<file path="config.mk">
export PLATFORM = sky130hd
export DESIGN_NAME = bitmap_id_allocator_core_flat
export DESIGN_NICKNAME = d
export VERILOG_FILES = /design/src/rtl/bia_pkg.sv /design/src/rtl/bia_ifs.sv /design/src/rtl/bia_bitmap_ram.sv /design/src/rtl/bitmap_id_allocator_core.sv /design/src/flat_wrapper.sv
export SDC_FILE = /design/constraint.sdc
export NUM_CORES = 1
export LEC_CHECK = 0
export BUFFER_PORTS_ARGS = -buffer_cell sky130_fd_sc_hd__buf_2
export CORE_MARGIN = 4
export CORE_UTILIZATION = 50
export CTS_CLUSTER_DIAMETER = 40
export CTS_CLUSTER_SIZE = 12
export DETAILED_ROUTE_END_ITERATION = 8
export PLACE_DENSITY = 0.71
export SYNTH_ARGS = -nofsm -noshare
export SYNTH_HDL_FRONTEND = slang
export SYNTH_SLANG_ARGS = --single-unit
</file>
<file path="constraint.sdc">
create_clock -name clock -period 3.34 [get_ports clock]
set_input_delay 0.167 -clock clock [delete_from_list [all_inputs] [get_ports clock]]
set_output_delay 0.167 -clock clock [all_outputs]
set_load 0.02 [all_outputs]
</file>
<file path="src/rtl/bia_pkg.sv">
// Shared types, constants and helpers for the bitmap identifier allocator.
`timescale 1ns / 1ps
package bia_pkg;

   localparam int ID_W             = 16;
   localparam int BYTE_W           = 8;
   localparam int BIT_IDX_W        = 3;
   localparam int DEF_BITMAP_BYTES = 32;
   localparam int MAX_BITMAP_BYTES = 1024;
   // width of the byte index of an offset inside the 16-bit id space
   localparam int OFS_BYTE_W       = ID_W - BIT_IDX_W;

   localparam logic [BYTE_W-1:0] BYTE_FULL     = 8'hff;
   localparam logic [ID_W-1:0]   BASE_ID_RESET = 16'd1;

   localparam logic MODE_ALLOC   = 1'b0;
   localparam logic MODE_RELEASE = 1'b1;

   typedef enum logic [2:0] {
      ST_CLEAR,
      ST_IDLE,
      ST_SCAN,
      ST_REL_CHK,
      ST_REL_WR,
      ST_DONE
   } state_type;

   // address bits for a bitmap of n bytes (at least one bit)
   function automatic int addr_bits(input int n);
      int w;
      begin
         w = (n > 1) ? $clog2(n) : 1;
         return w;
      end
   endfunction

   // lowest clear bit; 7 when the byte is full (caller checks for full)
   function automatic logic [BIT_IDX_W-1:0] first_clear(input logic [BYTE_W-1:0] v);
      logic [BIT_IDX_W-1:0] b;
      begin
         b = 3'd7;
         for (int i = BYTE_W - 2; i >= 0; i--) begin
            if (!v[i]) b = BIT_IDX_W'(i);
         end
         return b;
      end
   endfunction

endpackage

</file>
<file path="src/rtl/bia_ifs.sv">
// Request, response and register-write channel interfaces.
`timescale 1ns / 1ps
interface bia_req_if;
   import bia_pkg::*;
   logic            valid;
   logic            ready;
   logic            mode;
   logic [ID_W-1:0] id;
   modport source (output valid, output mode, output id, input ready);
   modport sink   (input valid, input mode, input id, output ready);
endinterface

interface bia_rsp_if;
   import bia_pkg::*;
   logic            valid;
   logic            ready;
   logic [ID_W-1:0] alloc_id;
   logic            failed;
   modport source (output valid, output alloc_id, output failed, input ready);
   modport sink   (input valid, input alloc_id, input failed, output ready);
endinterface

interface bia_csr_if;
   import bia_pkg::*;
   logic            valid;
   logic            ready;
   logic [ID_W-1:0] data;
   modport source (output valid, output data, input ready);
   modport sink   (input valid, input data, output ready);
endinterface

</file>
<file path="src/rtl/bia_bitmap_ram.sv">
// Used-bit bitmap storage: one write port, one registered read port.
`timescale 1ns / 1ps
module bia_bitmap_ram #(
   parameter int  BITMAP_BYTES = bia_pkg::DEF_BITMAP_BYTES,
   localparam int AW           = bia_pkg::addr_bits(BITMAP_BYTES)
) (
   input  logic                       clock,
   input  logic                       wr_en,
   input  logic [AW-1:0]              wr_addr,
   input  logic [bia_pkg::BYTE_W-1:0] wr_data,
   input  logic [AW-1:0]              rd_addr,
   output logic [bia_pkg::BYTE_W-1:0] rd_data
);
   import bia_pkg::*;

   logic [BYTE_W-1:0] mem [BITMAP_BYTES];
   logic [BYTE_W-1:0] rd_data_ff;

   always_ff @(posedge clock) begin
      if (wr_en) begin
         mem[wr_addr] <= wr_data;
      end
      rd_data_ff <= mem[rd_addr];
   end

   assign rd_data = rd_data_ff;

endmodule

</file>
<file path="src/rtl/bitmap_id_allocator_core.sv">
// Top level: first-free identifier allocator over a used-bit bitmap in RAM.
`timescale 1ns / 1ps
//
//  Channel   Dir  Handshake      Payload
//  req_bus   in   valid/ready    mode (0 alloc, 1 release), id[15:0]
//  rsp_bus   out  valid/ready    alloc_id[15:0], failed
//  csr_bus   in   valid/ready    data[15:0] -> base_id (reset 1)
//
//  Allocate: one bitmap byte read per cycle from the single RAM read port,
//  through the registered read and a result stage, up to BITMAP_BYTES bytes;
//  release reads the byte and writes it back, and an out-of-range release
//  skips the write.
//  Reset: a clearing pass writes zero to every bitmap byte, during which
//  req_bus.ready stays low.
//  Stalls: one request is in flight at a time; the response register lets the
//  next request be accepted while the previous response is still held.
//
module bitmap_id_allocator_core #(
   parameter int BITMAP_BYTES = bia_pkg::DEF_BITMAP_BYTES
) (
   input  logic  clock,
   input  logic  reset,
   bia_req_if.sink   req_bus,
   bia_rsp_if.source rsp_bus,
   bia_csr_if.sink   csr_bus
);
   import bia_pkg::*;

   localparam int AW = addr_bits(BITMAP_BYTES);
   localparam logic [AW-1:0] LAST_ADDR = AW'(BITMAP_BYTES - 1);

   state_type state_ff, state_in;

   logic [ID_W-1:0]      base_id_ff;
   logic [AW-1:0]        scan_addr_ff;   // also the clear-pass counter
   logic [AW-1:0]        chk_addr_ff;    // address of the byte now in rd_data
   logic                 chk_vld_ff;
   logic [ID_W-1:0]      req_id_ff;
   logic [AW-1:0]        rel_addr_ff;
   logic [BIT_IDX_W-1:0] rel_bit_ff;
   logic [ID_W-1:0]      res_id_ff;
   logic                 res_fail_ff;
   logic                 rsp_vld_ff;
   logic [ID_W-1:0]      rsp_id_ff;
   logic                 rsp_fail_ff;

   // RAM port signals
   logic              mem_wr_en;
   logic [AW-1:0]     mem_wr_addr;
   logic [BYTE_W-1:0] mem_wr_data;
   logic [AW-1:0]     mem_rd_addr;
   logic [BYTE_W-1:0] mem_rd_data;

   logic                 req_acc;
   logic                 slot_free;
   logic                 scan_found;
   logic                 scan_end;
   logic [BIT_IDX_W-1:0] scan_bit;
   logic [ID_W-1:0]      scan_id;
   logic [ID_W:0]        rel_diff;
   logic                 rel_bad;

   bia_bitmap_ram #(
      .BITMAP_BYTES (BITMAP_BYTES)
   ) u_ram (
      .clock   (clock),
      .wr_en   (mem_wr_en),
      .wr_addr (mem_wr_addr),
      .wr_data (mem_wr_data),
      .rd_addr (mem_rd_addr),
      .rd_data (mem_rd_data)
   );

   // ---------------------------------------------------------------
   // Datapath decode
   // ---------------------------------------------------------------
   assign req_acc   = req_bus.valid && req_bus.ready;
   assign slot_free = !rsp_vld_ff || rsp_bus.ready;

   // scan: byte chk_addr_ff is on the read data this cycle
   assign scan_found = chk_vld_ff && (mem_rd_data != BYTE_FULL);
   assign scan_end   = chk_vld_ff && (chk_addr_ff == LAST_ADDR);
   assign scan_bit   = first_clear(mem_rd_data);
   // base + 8*byte + bit, wraps mod 2^16
   assign scan_id    = base_id_ff + ID_W'({chk_addr_ff, scan_bit});

   // release: offset = id - base; sign bit set means id below base
   assign rel_diff = {1'b0, req_id_ff} - {1'b0, base_id_ff};
   assign rel_bad  = rel_diff[ID_W] ||
                     (rel_diff[ID_W-1:BIT_IDX_W] >= OFS_BYTE_W'(BITMAP_BYTES));

   // ---------------------------------------------------------------
   // Next state
   // ---------------------------------------------------------------
   always_comb begin
      state_in = state_ff;
      unique case (state_ff)
         ST_CLEAR: begin
            if (scan_addr_ff == LAST_ADDR) state_in = ST_IDLE;
         end
         ST_IDLE: begin
            if (req_acc) begin
               state_in = (req_bus.mode == MODE_RELEASE) ? ST_REL_CHK : ST_SCAN;
            end
         end
         ST_SCAN: begin
            if (scan_found || scan_end) state_in = ST_DONE;
         end
         ST_REL_CHK: begin
            state_in = rel_bad ? ST_DONE : ST_REL_WR;
         end
         ST_REL_WR: begin
            state_in = ST_DONE;
         end
         ST_DONE: begin
            if (slot_free) state_in = ST_IDLE;
         end
         default: state_in = ST_CLEAR;
      endcase
   end

   // ---------------------------------------------------------------
   // Outputs of the state machine: RAM ports and ready
   // ---------------------------------------------------------------
   always_comb begin
      req_bus.ready = 1'b0;
      mem_wr_en     = 1'b0;
      mem_wr_addr   = scan_addr_ff;
      mem_wr_data   = '0;
      mem_rd_addr   = scan_addr_ff;
      unique case (state_ff)
         ST_CLEAR: begin
            mem_wr_en = 1'b1;
         end
         ST_IDLE: begin
            req_bus.ready = 1'b1;
         end
         ST_SCAN: begin
            // set the first clear bit of the first non-full byte
            mem_wr_en   = scan_found;
            mem_wr_addr = chk_addr_ff;
            mem_wr_data = mem_rd_data | (BYTE_W'(1) << scan_bit);
         end
         ST_REL_CHK: begin
            mem_rd_addr = rel_diff[AW+BIT_IDX_W-1:BIT_IDX_W];
         end
         ST_REL_WR: begin
            mem_wr_en   = 1'b1;
            mem_wr_addr = rel_addr_ff;
            mem_wr_data = mem_rd_data & ~(BYTE_W'(1) << rel_bit_ff);
         end
         ST_DONE: begin
         end
         default: begin
         end
      endcase
   end

   // ---------------------------------------------------------------
   // Registers
   // ---------------------------------------------------------------
   always_ff @(posedge clock) begin
      if (reset) begin
         state_ff     <= ST_CLEAR;
         base_id_ff   <= BASE_ID_RESET;
         scan_addr_ff <= '0;
         chk_vld_ff   <= 1'b0;
         rsp_vld_ff   <= 1'b0;
      end else begin
         state_ff <= state_in;

         if (csr_bus.valid && csr_bus.ready) base_id_ff <= csr_bus.data;

         unique case (state_ff)
            ST_CLEAR: begin
               if (scan_addr_ff != LAST_ADDR) scan_addr_ff <= scan_addr_ff + AW'(1);
            end
            ST_IDLE: begin
               scan_addr_ff <= '0;
               chk_vld_ff   <= 1'b0;
            end
            ST_SCAN: begin
               if (!scan_found && !scan_end) begin
                  chk_addr_ff <= scan_addr_ff;
                  chk_vld_ff  <= 1'b1;
                  if (scan_addr_ff != LAST_ADDR) scan_addr_ff <= scan_addr_ff + AW'(1);
               end
            end
            default: begin
            end
         endcase

         if (rsp_vld_ff && rsp_bus.ready) rsp_vld_ff <= 1'b0;
         if (state_ff == ST_DONE && slot_free) rsp_vld_ff <= 1'b1;
      end
   end

   // payload registers, no reset
   always_ff @(posedge clock) begin
      if (req_acc) req_id_ff <= req_bus.id;

      if (state_ff == ST_REL_CHK) begin
         rel_addr_ff <= rel_diff[AW+BIT_IDX_W-1:BIT_IDX_W];
         rel_bit_ff  <= rel_diff[BIT_IDX_W-1:0];
      end

      if (state_ff == ST_SCAN) begin
         res_id_ff   <= scan_found ? scan_id : '0;
         res_fail_ff <= !scan_found;
      end else if (state_ff == ST_REL_CHK) begin
         res_id_ff   <= '0;
         res_fail_ff <= rel_bad;
      end

      if (state_ff == ST_DONE && slot_free) begin
         rsp_id_ff   <= res_id_ff;
         rsp_fail_ff <= res_fail_ff;
      end
   end

   assign csr_bus.ready    = 1'b1;
   assign rsp_bus.valid    = rsp_vld_ff;
   assign rsp_bus.alloc_id = rsp_id_ff;
   assign rsp_bus.failed   = rsp_fail_ff;

   // ---------------------------------------------------------------
   // Assertions
   // ---------------------------------------------------------------
   a_reset_clears: assert property (@(posedge clock)
      reset |=> state_ff == ST_CLEAR)
      else $error("reset did not start the clearing pass");

   a_idle_no_write: assert property (@(posedge clock) disable iff (reset)
      (state_ff == ST_IDLE || state_ff == ST_DONE) |-> !mem_wr_en)
      else $error("bitmap written outside an operation");

   a_accept_starts: assert property (@(posedge clock) disable iff (reset)
      req_acc |=> (state_ff == ST_SCAN || state_ff == ST_REL_CHK))
      else $error("accepted request did not start an operation");

   a_found_ok: assert property (@(posedge clock) disable iff (reset)
      (state_ff == ST_SCAN && scan_found) |=> (state_ff == ST_DONE && !res_fail_ff))
      else $error("free bit found but allocation not reported good");

   a_rsp_from_done: assert property (@(posedge clock) disable iff (reset)
      $rose(rsp_vld_ff) |-> $past(state_ff == ST_DONE))
      else $error("response raised outside the result stage");

endmodule

</file>
<file path="src/flat_wrapper.sv">
// flat-port wrapper written by rule: the top's interface ports become plain ports
module bitmap_id_allocator_core_flat import bia_pkg::*;
#(
   parameter int BITMAP_BYTES = bia_pkg::DEF_BITMAP_BYTES
)
  (clock, reset, req_bus_valid, req_bus_mode, req_bus_id, req_bus_ready, rsp_bus_valid, rsp_bus_alloc_id, rsp_bus_failed, rsp_bus_ready, csr_bus_valid, csr_bus_data, csr_bus_ready);
  bia_req_if req_bus_i ();
  bia_rsp_if rsp_bus_i ();
  bia_csr_if csr_bus_i ();
  input  logic clock;
  input  logic reset;
  input wire logic [$bits(req_bus_i.valid)-1:0] req_bus_valid;
  input wire logic [$bits(req_bus_i.mode)-1:0] req_bus_mode;
  input wire logic [$bits(req_bus_i.id)-1:0] req_bus_id;
  output wire logic [$bits(req_bus_i.ready)-1:0] req_bus_ready;
  output wire logic [$bits(rsp_bus_i.valid)-1:0] rsp_bus_valid;
  output wire logic [$bits(rsp_bus_i.alloc_id)-1:0] rsp_bus_alloc_id;
  output wire logic [$bits(rsp_bus_i.failed)-1:0] rsp_bus_failed;
  input wire logic [$bits(rsp_bus_i.ready)-1:0] rsp_bus_ready;
  input wire logic [$bits(csr_bus_i.valid)-1:0] csr_bus_valid;
  input wire logic [$bits(csr_bus_i.data)-1:0] csr_bus_data;
  output wire logic [$bits(csr_bus_i.ready)-1:0] csr_bus_ready;
  assign req_bus_i.valid = req_bus_valid;
  assign req_bus_i.mode = req_bus_mode;
  assign req_bus_i.id = req_bus_id;
  assign req_bus_ready = req_bus_i.ready;
  assign rsp_bus_valid = rsp_bus_i.valid;
  assign rsp_bus_alloc_id = rsp_bus_i.alloc_id;
  assign rsp_bus_failed = rsp_bus_i.failed;
  assign rsp_bus_i.ready = rsp_bus_ready;
  assign csr_bus_i.valid = csr_bus_valid;
  assign csr_bus_i.data = csr_bus_data;
  assign csr_bus_ready = csr_bus_i.ready;
  bitmap_id_allocator_core #(.BITMAP_BYTES(BITMAP_BYTES)) u_core (.clock(clock), .reset(reset), .req_bus(req_bus_i), .rsp_bus(rsp_bus_i), .csr_bus(csr_bus_i));
endmodule
</file>
After elaboration in Yosys (flattened, before gate mapping)

Memories as Yosys holds them, arrays and structs flattened. A register that Yosys moved wholly into a read port is not among the register bits.
Index checks and enable logic that the tools add are counted.

Flip-flop bits (word level): 89
Latch bits: 0
RAM bits: 256
Memory bits (read-only): 0
Input port bits: 38
Output and inout port bits: 20
Logic and storage cells: 93
Memories kept: 1

Memory list:

| memory           | words | width | read ports | clocked after Yosys merged registers in | wr ports | line                 | text |
|---|---|---|---|---|---|---|---|
| u_core.u_ram.mem | 32    | 8     | 1          | 1                                       | 1        | bia_bitmap_ram.sv:16 | `logic [BYTE_W-1:0] mem [BITMAP_BYTES];` |

Add/sub/neg operators: 3
Multipliers: 0
Div/mod/pow operators: 0
$lt $le $gt $ge: 1
Eq/ne operators: 14
Shifts and indexed selects: 2
Multiplexer cells: 33
Bitwise gates (word level): 4
Reductions and logical operators: 22

Operator list:

| operator            | count |
|---|---|
| $mux 16             | 3 |
| $mux 3              | 10 |
| $pmux 3 s6          | 1 |
| $sub 16x16->17      | 1 |
| $add 16x8->16       | 1 |
| $pmux 8 s2          | 1 |
| $shl 1x3->8 const A | 2 |
| $mux 5              | 3 |
| $pmux 5 s3          | 1 |
| $ge 13x6->1 const B | 1 |
| $mux 1              | 11 |
| $eq 5x5->1 const B  | 2 |
| $ne 2x1->1 const B  | 5 |
| $pmux 5 s2          | 1 |
| $and 8x8->8         | 1 |
| $ne 8x8->1 const B  | 1 |
| $not 8->8           | 1 |
| $or 8x8->8          | 1 |
| $eq 3x2->1 const B  | 2 |
| $eq 3x3->1 const B  | 2 |
| $logic_and 1x1->1   | 6 |
| $reduce_bool 2->1   | 3 |
| $add 5x1->5 const B | 1 |
| $ne 5x5->1 const B  | 1 |
| 11 further kinds    | 17 |

Logic depth before layout (Yosys ltp)

Depth in word-level cells: 10
Gate-level depth with buffers: 15
Mapped depth without buffers: 15

By module

Synthesis repeated with hierarchy kept, for this count alone.

Cell total of the unflattened synthesis: 887
Area, all modules: 14985.6 sq um

By module, submodules not included:

| module                   | instances | cells each | area each (sq um) | sequential area each (sq um) |
|---|---|---|---|---|
| bia_bitmap_ram           | 1         | 417        | 10053.4           | 7847.5 |
| bitmap_id_allocator_core | 1         | 470        | 4932.2            | 2412.3 |

Least setup slack after synthesis

No wires, ideal clock.

Path kind: reg-to-reg
Start: reg u_core.u_ram.rd_data_ff[5] (netlist: u_core.u_ram.rd_data[5]) (read register of u_core.u_ram.mem)
End: reg u_core.res_id_ff[12] (data pin)
Data arrival time: 2.921 ns
Required time: 3.066 ns
Slack: 0.145 ns
Stages on the path, launching flop included: 16
Buffers on the path: 0
Period minus slack after synthesis: 3.195 ns
Cells stage by stage: dfxtp_1 inv_1 o21ai_0 a21boi_0 o21a_1 ha_1 inv_1 fa_1 nor2b_1 o21ai_0 a21oi_1 o21ai_0 a21boi_0 o21ai_0 a2111oi_0 mux2i_1

Word-level cells in the longest chain between the ends: 9
Elaborated cells on any way between the ends: 11
Classes of those cells: 1 x add/sub; 1 x eq/ne; 8 x mux; 1 x reduce/logical

Ends and longest elaborated chain:

| element              | line                            | text |
|---|---|---|
| start, declared      | bia_bitmap_ram.sv:17            | `logic [BYTE_W-1:0] rd_data_ff;` |
| $mux 3 (6 in a row)  | bia_pkg.sv:43                   | `if (!v[i]) b = BIT_IDX_W'(i);` |
| $add 16x8->16        | bitmap_id_allocator_core.sv:85  | `assign scan_id = base_id_ff + ID_W'({chk_addr_ff, scan_bit});` |
| $mux 16 *            | bitmap_id_allocator_core.sv:208 | `res_id_ff <= scan_found ? scan_id : '0;` |
| $mux 16 *            | bitmap_id_allocator_core.sv:207 | `if (state_ff == ST_SCAN) begin` |
| end signal, assigned | bitmap_id_allocator_core.sv:208 |  |
| end, declared        | bitmap_id_allocator_core.sv:41  | `logic [ID_W-1:0] res_id_ff;` |

Every way passes the cells marked *; elsewhere a longest branch is shown, timed or not.
A chain may end at the register's enable or synchronous reset.

Final worst setup path

Start: reg u_core.base_id_ff[6]
End: reg u_core.u_ram.rd_data_ff[1] (netlist: u_core.u_ram.rd_data[1]) (read register of u_core.u_ram.mem)

Word-level cells in the longest chain between the ends: 2

Ends and longest elaborated chain:

| element                | line                            | text |
|---|---|---|
| start, declared        | bitmap_id_allocator_core.sv:34  | `logic [ID_W-1:0] base_id_ff;` |
| start signal, assigned | bitmap_id_allocator_core.sv:172 | `if (csr_bus.valid && csr_bus.ready) base_id_ff <= csr_bus.data;` |
| $sub 16x16->17         | bitmap_id_allocator_core.sv:88  | `assign rel_diff = {1'b0, req_id_ff} - {1'b0, base_id_ff};` |
| $mux 5                 | bitmap_id_allocator_core.sv:131 | `unique case (state_ff)` |

No other way between the ends.

==> metrics.yaml <==
status: "completed"
reg2reg_depth: 12
clock_latency_ns: 0.53
start_util_pct: 50.6
synthDistinctLibCells: 68
syn2layout_area_growth_pct: 22.0
slew_headroom_pct: 23.9
dp_hpwl_um: 25300
post-route-min-period_ns: 3.27
synthesis.area_um2: 15400
cts_sinks: 353
fillers: 2222
cts_buffers: 45
first_iter_violations: 989
grt_pass1_wl_um: 57500
synthArstFlopShare_pct: 0
antenna_cells: 0
syn-num-nets: 1220
rrSetupSlack_ns: 0.07
power_density_nw_per_um2: 538
yosysMostFrequentCell: "edfxtp_1"
synth_area_leaders: "edfxtp_1 62%, mux2i_1 5.8%, dfxtp_1 4.4%, nand2_1 3.2%, mux2_2 2.3%"
seq_area_frac_synth_pct: 66.5
rows: 64
wl_um: 37400
design_area_um2: 18800
yosys.area.top_type: "edfxtp_1"
path_class: "flop to flop"
num_vias: 10400
grt_use_total_pct: 21.9
ys.flop_type: "edfxtp_1"
die_area_um2: 33700
finalSetupTns_ns: 0
ys_ff_latch: 353
cts_root_buffer: "clkbuf_16"
worst_pin_slew_ns: 1.14
finalSetupViolCount: 0
worstHoldStart: "reset"
worstPathArrival_ns: 3.68
clock_path_buffers: 3
dr.pass1.iters: 5
place_area_um2: 16800
syn_inst: 1154
nets: 1422
viasPerCell: 5.84
fin_crit_sh_pct: 98.0
drive_above_1_share_pct: 23.2
hold_depth: 2
antenna_found_initial: 1
reg2reg_to: "u_core.u_ram.rd_data[1]"
crit_path_start_kind: "flop"
place_congestion: 0.915
hold_path.class: "input pin to flop"
skew_ns: 0.0164
wl_per_cell_um: 21.0
cts_tree: "built"
pin_count: 58
drc: 0
htreeDepth: 2
max_cap_viol_count: 0
syn_area_per_cell_um2: 13.4
clkTransAtPathRegs_ns: 0.06
ant_nets: 0
cp-end-kind: "flop"
die_w_um: 184
critPathMaxFanout: 15
reg2reg_from: "u_core.base_id_ff[6]"
yosysTopAreaCellShare_pct: 62.1
fmax_mhz: 306
ys_warn_count: 0
grt_max_degree: 39
leakage_uw: 0.00654
hold_viol_final: 0
synth.cells.most_frequent: "319 x edfxtp_1, 130 x nand2_1, 89 x mux2i_1, 78 x nor2_1, 45 x inv_1"
ir_drop_mv: 0.402
slew_violations: 0
worstHoldEndpoint: "u_core.base_id_ff[7]"
synth-edff-count: 319
core_um2: 30500
grt_overflow_total: 0
whs_ns: 0.0850
io_buffers: 56
worst-endpoint-required_ns: 3.75
first_global_vias: 10300
die_height_um: 184
==> state kept, by name (all words and copies together) (netlist names), 3 cells and up <==
| name | count |
|---|---|
| u_core.base_id_ff | 16 |
| u_core.u_ram.rd_data | 8 |
| u_core.rel_addr_ff | 5 |
| u_core.res_id_ff | 16 |
| u_core.req_id_ff | 16 |
| u_core.state_ff | 3 |
| u_core.rsp_bus.alloc_id | 16 |
| u_core.rel_bit_ff | 3 |
| u_core.u_ram.mem | 256 |
| u_core.scan_addr_ff | 5 |
| u_core.chk_addr_ff | 5 |
==> how the worst max path moves through the flow <==
stage,startpoint,end,slack (ns)
6_report,u_core.base_id_ff[6],u_core.u_ram.rd_data[1],0.07
5_1_grt,u_core.base_id_ff[6],u_core.u_ram.rd_data[1],-0.01
4_1_cts,u_core.base_id_ff[2],u_core.u_ram.rd_data[5],0.03
3_5_place_dp,u_core.u_ram.rd_data[5],u_core.res_id_ff[12],-0.15
3_3_place_gp,u_core.req_id_ff[0],u_core.res_fail_ff,-0.03
2_1_floorplan,u_core.u_ram.rd_data[5],u_core.res_id_ff[12],0.14
==> cell usage in the layout, fill, tap and decap left out, drive strengths merged, types with 13 or more instances in the layout <==
cell	instances
a32oi	13
nor2	81
nor3	22
o22ai	13
a211oi	24
edfxtp	319
clkbuf	49
inv	53
ha	26
dlygate4sd3	32
and2	16
nand2	131
mux2	32
mux2i	89
buf	168
nand3	29
o211ai	14
a31oi	14
a21oi	37
o21ai	35
dfxtp	34
==> stage by stage <==
stage	utilization (%)	total power (uW)	setup slack (ns)	std cells
6_report	61.7	10100	0.0670	1780
5_1_grt	61.7	10500	-0.0117	1780
4_1_cts	61.1	10200	0.0282	1773
3_5_place_dp	55.2	5570	-0.154	1663
3_3_place_gp	55.2	5560	-0.0314	1663
2_1_floorplan	-	5320	0.145	1154
==> cell families (layout without fill, tap and decap cells) <==
logic type	after synthesis	after routing	synth area share, %
flip-flops	353	353	66.5
AND/OR/NAND/NOR	334	334	9.90
AO/OA/AOI/OAI	214	214	9.67
multiplexers	122	122	8.25
buffers and inverters	91	321	2.69
adder cells (fa/ha/maj)	28	28	2.37
XOR/XNOR	11	11	0.624
other	1	1	0.0243
==> per-layer routing <==
metal / GRT usage (%) / wire, um / vias to the layer above
met5: 0.429 / 7 / -
met4: 7.34 / 975 / 2
met3: 6.05 / 3230 / 80
met2: 33.8 / 17100 / 450
met1: 30.4 / 16100 / 5076
li1: - / - / 4783
==> repair_timing <==
item,CTS,global route
gates cloned,1,0
buffers inserted,2,7
resized for setup,6,35
endpoints found under the hold margin,32,0
pin swaps,1,7
hold buffers,32,0
endpoints found under the setup margin,6,16
==> power breakdown <==
group          internal, uW  total (uW)  leakage [uW]  switching [uW]
registers              4830        4890       0.00282            54.0
logic                   285         668       0.00303             383
clock network          2760        4570      0.000690            1810
==> layout make-up <==
| type | count | area (um^2) | area share [%] |
|---|---|---|---|
| Sequential cell | 353 | 10300 | 54.5 |
| Multi-Input combinational cell | 710 | 4950 | 26.3 |
| Timing Repair Buffer | 201 | 1540 | 8.15 |
| Clock buffer | 49 | 1160 | 6.17 |
| Tap cell | 396 | 495 | 2.63 |
| Clock inverter | 26 | 262 | 1.39 |
| Inverter | 45 | 169 | 0.897 |
==> worst max-delay path, stage by stage (launching register included) <==
cell,delay [ns]
dfxtp_2,0.34
inv_1,0.09
ha_1,0.34
a21o_1,0.20
o311a_4,0.39
o31ai_4,0.19
buf_4,0.17
buf_12,0.16
buf_12,0.13
mux2_2,0.34
a22oi_1,0.18
o211ai_1,0.24
or3_1,0.36
Power figures use the tool's default switching activity.
